<file path="src/design/mrb_pkg.sv">
// ----------------------------------------------------------------------------
// mrb_pkg
// shared widths, codes and types of the modal resonator bank
// ----------------------------------------------------------------------------
package mrb_pkg;

    // input word fields
    localparam int KIND_W        = 2;
    localparam int MODE_INDEX_W  = 7;
    localparam int COEF_W        = 18;
    localparam int STATE_W       = 32;
    localparam int AMOUNT_W      = 32;
    localparam int SAMPLE_W      = 24;

    // packed positions inside s_tdata
    localparam int IDX_LSB       = 0;
    localparam int COS_LSB       = IDX_LSB + MODE_INDEX_W;
    localparam int SIN_LSB       = COS_LSB + COEF_W;
    localparam int ACT_LSB       = SIN_LSB + COEF_W;
    localparam int AMT_LSB       = ACT_LSB + 1;
    localparam int S_FIELDS_W    = AMT_LSB + AMOUNT_W;
    localparam int S_DATA_W      = ((S_FIELDS_W + 7) / 8) * 8;
    localparam int M_DATA_W      = ((SAMPLE_W + 7) / 8) * 8;

    // kind codes
    localparam logic [KIND_W-1:0] KIND_TICK   = 2'd0;
    localparam logic [KIND_W-1:0] KIND_LOAD   = 2'd1;
    localparam logic [KIND_W-1:0] KIND_EXCITE = 2'd2;
    localparam logic [KIND_W-1:0] KIND_CLEAR  = 2'd3;

    // configuration registers
    localparam int MODE_COUNT_W  = 8;
    localparam int OUT_SHIFT_W   = 5;
    localparam int CFG_INDEX_W   = 1;
    localparam int CFG_DATA_W    = 8;
    localparam logic [CFG_INDEX_W-1:0] CFG_MODE_COUNT   = 1'd0;
    localparam logic [CFG_INDEX_W-1:0] CFG_OUTPUT_SHIFT = 1'd1;
    localparam logic [MODE_COUNT_W-1:0] MODE_COUNT_RST  = 8'd32;
    localparam logic [OUT_SHIFT_W-1:0]  OUT_SHIFT_RST   = 5'd8;

    // multiply-accumulate datapath
    localparam int PROD_W        = COEF_W + STATE_W;
    localparam int ACC_W         = PROD_W + 1;

    typedef struct packed {
        logic acc_load;   // capture the registered product into the accumulator
        logic sub;        // result is acc - product instead of acc + product
    } mac_ctrl_t;

endpackage

</file>
<file path="src/design/mrb_mac.sv">
// ----------------------------------------------------------------------------
// mrb_mac
// shared coefficient by state multiplier with accumulate, shift and saturate
// ----------------------------------------------------------------------------
module mrb_mac #(
    parameter int FRAC_BITS = 16
) (
    input  logic                                clk,
    input  mrb_pkg::mac_ctrl_t                  ctrl,
    input  logic signed [mrb_pkg::COEF_W-1:0]   coef,
    input  logic signed [mrb_pkg::STATE_W-1:0]  state_in,
    output logic signed [mrb_pkg::STATE_W-1:0]  result
);
    import mrb_pkg::*;

    logic signed [PROD_W-1:0] prod_reg;
    logic signed [PROD_W-1:0] prod_next;
    logic signed [PROD_W-1:0] acc_reg;
    logic signed [ACC_W-1:0]  comb_sum;
    logic signed [ACC_W-1:0]  shifted;
    logic                     ovf;

    assign prod_next = PROD_W'(coef) * PROD_W'(state_in);

    always_ff @(posedge clk)
    begin
        prod_reg <= prod_next;
        if (ctrl.acc_load)
        begin
            acc_reg <= prod_reg;
        end
    end

    // floor shift, then clamp to the state range
    always_comb
    begin
        if (ctrl.sub)
        begin
            comb_sum = ACC_W'(acc_reg) - ACC_W'(prod_reg);
        end
        else
        begin
            comb_sum = ACC_W'(acc_reg) + ACC_W'(prod_reg);
        end
        shifted = comb_sum >>> FRAC_BITS;
        ovf = !((&shifted[ACC_W-1:STATE_W-1]) || !(|shifted[ACC_W-1:STATE_W-1]));
        if (ovf)
        begin
            result = shifted[ACC_W-1] ? {1'b1, {(STATE_W-1){1'b0}}}
                                      : {1'b0, {(STATE_W-1){1'b1}}};
        end
        else
        begin
            result = shifted[STATE_W-1:0];
        end
    end

endmodule

</file>
<file path="config.mk">
export PLATFORM = sky130hd
export DESIGN_NAME = mrb_mac
export DESIGN_NICKNAME = d
export VERILOG_FILES = /design/src/design/mrb_pkg.sv /design/src/design/mrb_mac.sv
export SDC_FILE = /design/constraint.sdc
export NUM_CORES = 2
export LEC_CHECK = 0
export ABC_AREA = 1
export BUFFER_PORTS_ARGS = -buffer_cell sky130_fd_sc_hd__buf_2
export CORE_MARGIN = 2
export CORE_UTILIZATION = 50
export CTS_BUF_LIST = sky130_fd_sc_hd__clkbuf_8
export DETAILED_ROUTE_END_ITERATION = 12
export GPL_ROUTABILITY_DRIVEN = 0
export PLACE_DENSITY = 0.81
export SLEW_MARGIN = 20
export SYNTH_ARGS = -nofsm -noshare
export SYNTH_HDL_FRONTEND = slang
export SYNTH_SLANG_ARGS = --single-unit
</file>
<file path="constraint.sdc">
create_clock -name clk -period 6.7 [get_ports clk]
set_clock_uncertainty 0.05 [all_clocks]
set_input_delay 1.34 -clock clk [delete_from_list [all_inputs] [get_ports clk]]
set_output_delay 1.34 -clock clk [all_outputs]
set_load 0.1 [all_outputs]
</file>
==> run summary <==
The layout overhead on the synthesized area came out at 14.68%. The sequential cell area is 2502 um2. The number of synthesis warnings came out at 0. The total clock buffers created by CTS came out at 9.

The number of distinct library cells after synthesis is slightly below 50. Leaving out fill and tap cells, the most frequent cells in the layout are sky130_fd_sc_hd__inv_1 (1044), sky130_fd_sc_hd__nand2_1 (966), sky130_fd_sc_hd__fa_1 (550), sky130_fd_sc_hd__buf_4 (274), sky130_fd_sc_hd__nor2_1 (236). The TritonCTS sink count came out at 100.

Timing would allow up to 0.1534 GHz. The number of antenna violations at the first check in global routing is 1. TritonCTS built the clock tree. The number of max-cap violations is 0. The tightest min-delay check is of the reg2reg type. The pin count of the biggest net entering global routing is 51. The worst setup path is launched from an input pin. After routing, the total negative slack on setup checks comes to 0 ns. The clock tree buffer depth came out at 2. In the finished design, the share of the clock period the worst path needs comes to 97.31%. The data required time at the worst endpoint came out at 6.95 ns.

The most frequent standard cell in the layout excluding fill and tap cells is sky130_fd_sc_hd__inv_1. The number of synthesized flops with an enable pin is 50. Data on the critical path arrives at its endpoint at 6.77 ns. The number of iterations in the first detailed-routing pass is 6. The total area of multi-input combinational cells is about 22000 um2. The routed via count divided by cell count came out at 5.105. The full die area came out at ~59000 um2.

The number of nets in the finished design is 4837. The transition time of the tightest slew-check pin came out at about 0.62 ns. The number of global-route vias before repair came out at 26430. The max-slew violation total from the final report came to 0. The max-slew headroom at the worst pin is 58.97%.

The number of failing hold endpoints at the final stage came out at 0. Synthesis handed over a netlist of 3803 instances. The first-pass GRT wire length came out at approximately 120000 um. After synthesis, the share of flip-flops with an asynchronous set or reset is 0%.

The first routing iteration left 1783 violations. The worst-case setup margin in the final layout came out at 0.1801 ns. The total overflow reported by the global router is 0.

The flow ran to the end, and the final reports show no timing, DRC or antenna violations. The tree is rooted in a sky130_fd_sc_hd__clkbuf_8. After clock tree synthesis, the flow added hold-fix buffers numbering 0. The clock period could shrink to 6.520 ns. The final antenna-violating net count came out at 0.

The routed design has 73730 um of wire. The region available for standard cell placement spans roughly 56000 um2. After clock tree synthesis, the clock-pin slew on the worst setup and hold paths is 0.12 ns. The initial core utilization is 50.61%. The vertical die dimension came out at 242.9 um. By area the synthesized netlist is led by sky130_fd_sc_hd__fa_1 (39%), sky130_fd_sc_hd__inv_1 (14%), sky130_fd_sc_hd__nand2_1 (13%). The number of failing setup endpoints in the final timing report came out at 0. The worst slack at placement is -0.4018 ns. The total vias in the final route is about 25000.

The share of the synthesized area in the top cell type came out at 38.80%. The worst-skew pair later-pin latency came out at 0.37 ns. The synthesized netlist net count came out at 4580. The number of rows created at floorplan is 87. On the critical path, the stage with the largest delay is an instance of sky130_fd_sc_hd__fa_1.

The longest individual stage delay on the worst path came out at 0.52 ns. Measured along the x axis, the die boundary spans 242.9 um. The core occupancy in the finished layout is about three fifths. The cell area after synthesis is 28530 um2. The most common flop cell mapped by yosys is sky130_fd_sc_hd__edfxtp_1. Summing the sequential cell areas from Yosys gives 8.770% of the chip area. The placed wire-length estimate came out at 64220 um.

The count of state elements after synthesis came out at 100. The number of fillers in the final layout came out at just under 5000. The number of levels the H-tree was split into is 3. The average instance area after synthesis came out at roughly 7.5 um2.

The highest fanout seen on the critical path is 19. The I/O pin count came out at 85. The top cell type by total area after synthesis is sky130_fd_sc_hd__fa_1. The count of input and output buffers is 84.

The worst setup path is of the in2reg kind. STA classifies the critical path endpoint as a flip-flop. In the final routed layout, each cell accounts on average for 15.29 um. The layout cell share with drive strength beyond 1 came out at between 10% and 20%. The DRC violations left is 0. The overall routing resource usage came out at 25.23%.
-- final timing paths --
kind	startpoint	endpoint	slack (ns)	depth (start not counted)
setup / recovery	coef[7]	prod_reg[45]$_DFF_P_	0.18	26
hold / removal	prod_reg[1]$_DFF_P_	acc_reg[1]$_DFFE_PP_	0.40	0
setup reg to reg	prod_reg[35]$_DFF_P_	acc_reg[35]$_DFFE_PP_	5.98	0
hold reg to reg	prod_reg[1]$_DFF_P_	acc_reg[1]$_DFFE_PP_	0.40	0
-- critical path: cells and delay by family --
kind,cells,cell delay (ns)
fa+ha+maj,7,3.31
simple gates,7,0.80
buf+inv,9,0.78
compound gates,2,0.34
xor+xnor,1,0.17
-- final cells by class --
| class | instances | share of cell area [%] |
|---|---|---|
| clock inverter | 7 | 0.1988 |
| clock buffer | 9 | 0.3785 |
| timing repair buffer | 378 | 10.39 |
| multi-input combinational | 2518 | 66.41 |
| inverter | 1053 | 12.08 |
| tap | 756 | 2.890 |
| antenna | 1 | 0.007647 |
| sequential | 100 | 7.647 |
-- cells in the mapped netlist, types with 3 or more instances --
master	number
sky130_fd_sc_hd__nor3_2	4
sky130_fd_sc_hd__nor2_1	241
sky130_fd_sc_hd__o21ai_1	5
sky130_fd_sc_hd__a21o_1	9
sky130_fd_sc_hd__ha_1	171
sky130_fd_sc_hd__clkbuf_1	108
sky130_fd_sc_hd__inv_1	1045
sky130_fd_sc_hd__and3_1	4
sky130_fd_sc_hd__nand2_2	17
sky130_fd_sc_hd__xnor2_1	52
sky130_fd_sc_hd__fa_1	553
sky130_fd_sc_hd__nand2_1	966
sky130_fd_sc_hd__nor4_1	9
sky130_fd_sc_hd__buf_1	15
sky130_fd_sc_hd__nand4_1	20
sky130_fd_sc_hd__nor3_1	18
sky130_fd_sc_hd__edfxtp_1	50
sky130_fd_sc_hd__o221ai_1	3
sky130_fd_sc_hd__nor2_2	18
sky130_fd_sc_hd__o21ai_0	65
sky130_fd_sc_hd__xor2_1	74
sky130_fd_sc_hd__o211ai_1	3
sky130_fd_sc_hd__nand3_1	80
sky130_fd_sc_hd__buf_6	6
sky130_fd_sc_hd__a31oi_1	12
sky130_fd_sc_hd__nand3_2	15
sky130_fd_sc_hd__a21oi_1	132
sky130_fd_sc_hd__o31ai_1	4
sky130_fd_sc_hd__o21bai_1	17
sky130_fd_sc_hd__or2_2	5
sky130_fd_sc_hd__inv_2	7
sky130_fd_sc_hd__o21a_1	6
sky130_fd_sc_hd__dfxtp_1	50
-- stage by stage --
stage	hold WS, ns	instances	instance area [um2]
3_5_place_dp	0.3661	4802	32230
3_3_place_gp	0.3700	4802	32230
4_1_cts	0.3926	4818	32420
2_1_floorplan	0.3582	3803	28560
6_report	0.3962	4822	32730
5_1_grt	0.4110	4822	32730
-- cells by family after synthesis --
kind of cell               synth area share [%]
AOI/OAI and AO/OA                         5.262
DFF                                       8.770
buffers and inverters                     15.77
adders and majority gates                 46.29
and+or+nand+nor                           20.03
xor gates and xnor gates                  3.867
-- what timing repair did --
action                                  4_1_cts  5_1_grt
gates resized for setup                       0       72
setup buffers                                 0        2
endpoints found under the setup margin        0       60
-- per-layer routing --
| layer | vias to the layer above | share of wire [%] | wire [um] | global-route usage, % |
|---|---|---|---|---|
| met5 | - | 0 | 0 | 0 |
| met4 | 0 | 4.6 | 3383 | 12.02 |
| met3 | 275 | 6.9 | 5085 | 3.063 |
| met2 | 1082 | 49 | 36030 | 44.31 |
| met1 | 11760 | 40 | 29240 | 30.85 |
| li1 | 11500 | - | - | - |
Power is left out: the tool's default activity adds up to more than one toggle a clock period on the data nets, which glitch-free logic cannot reach.
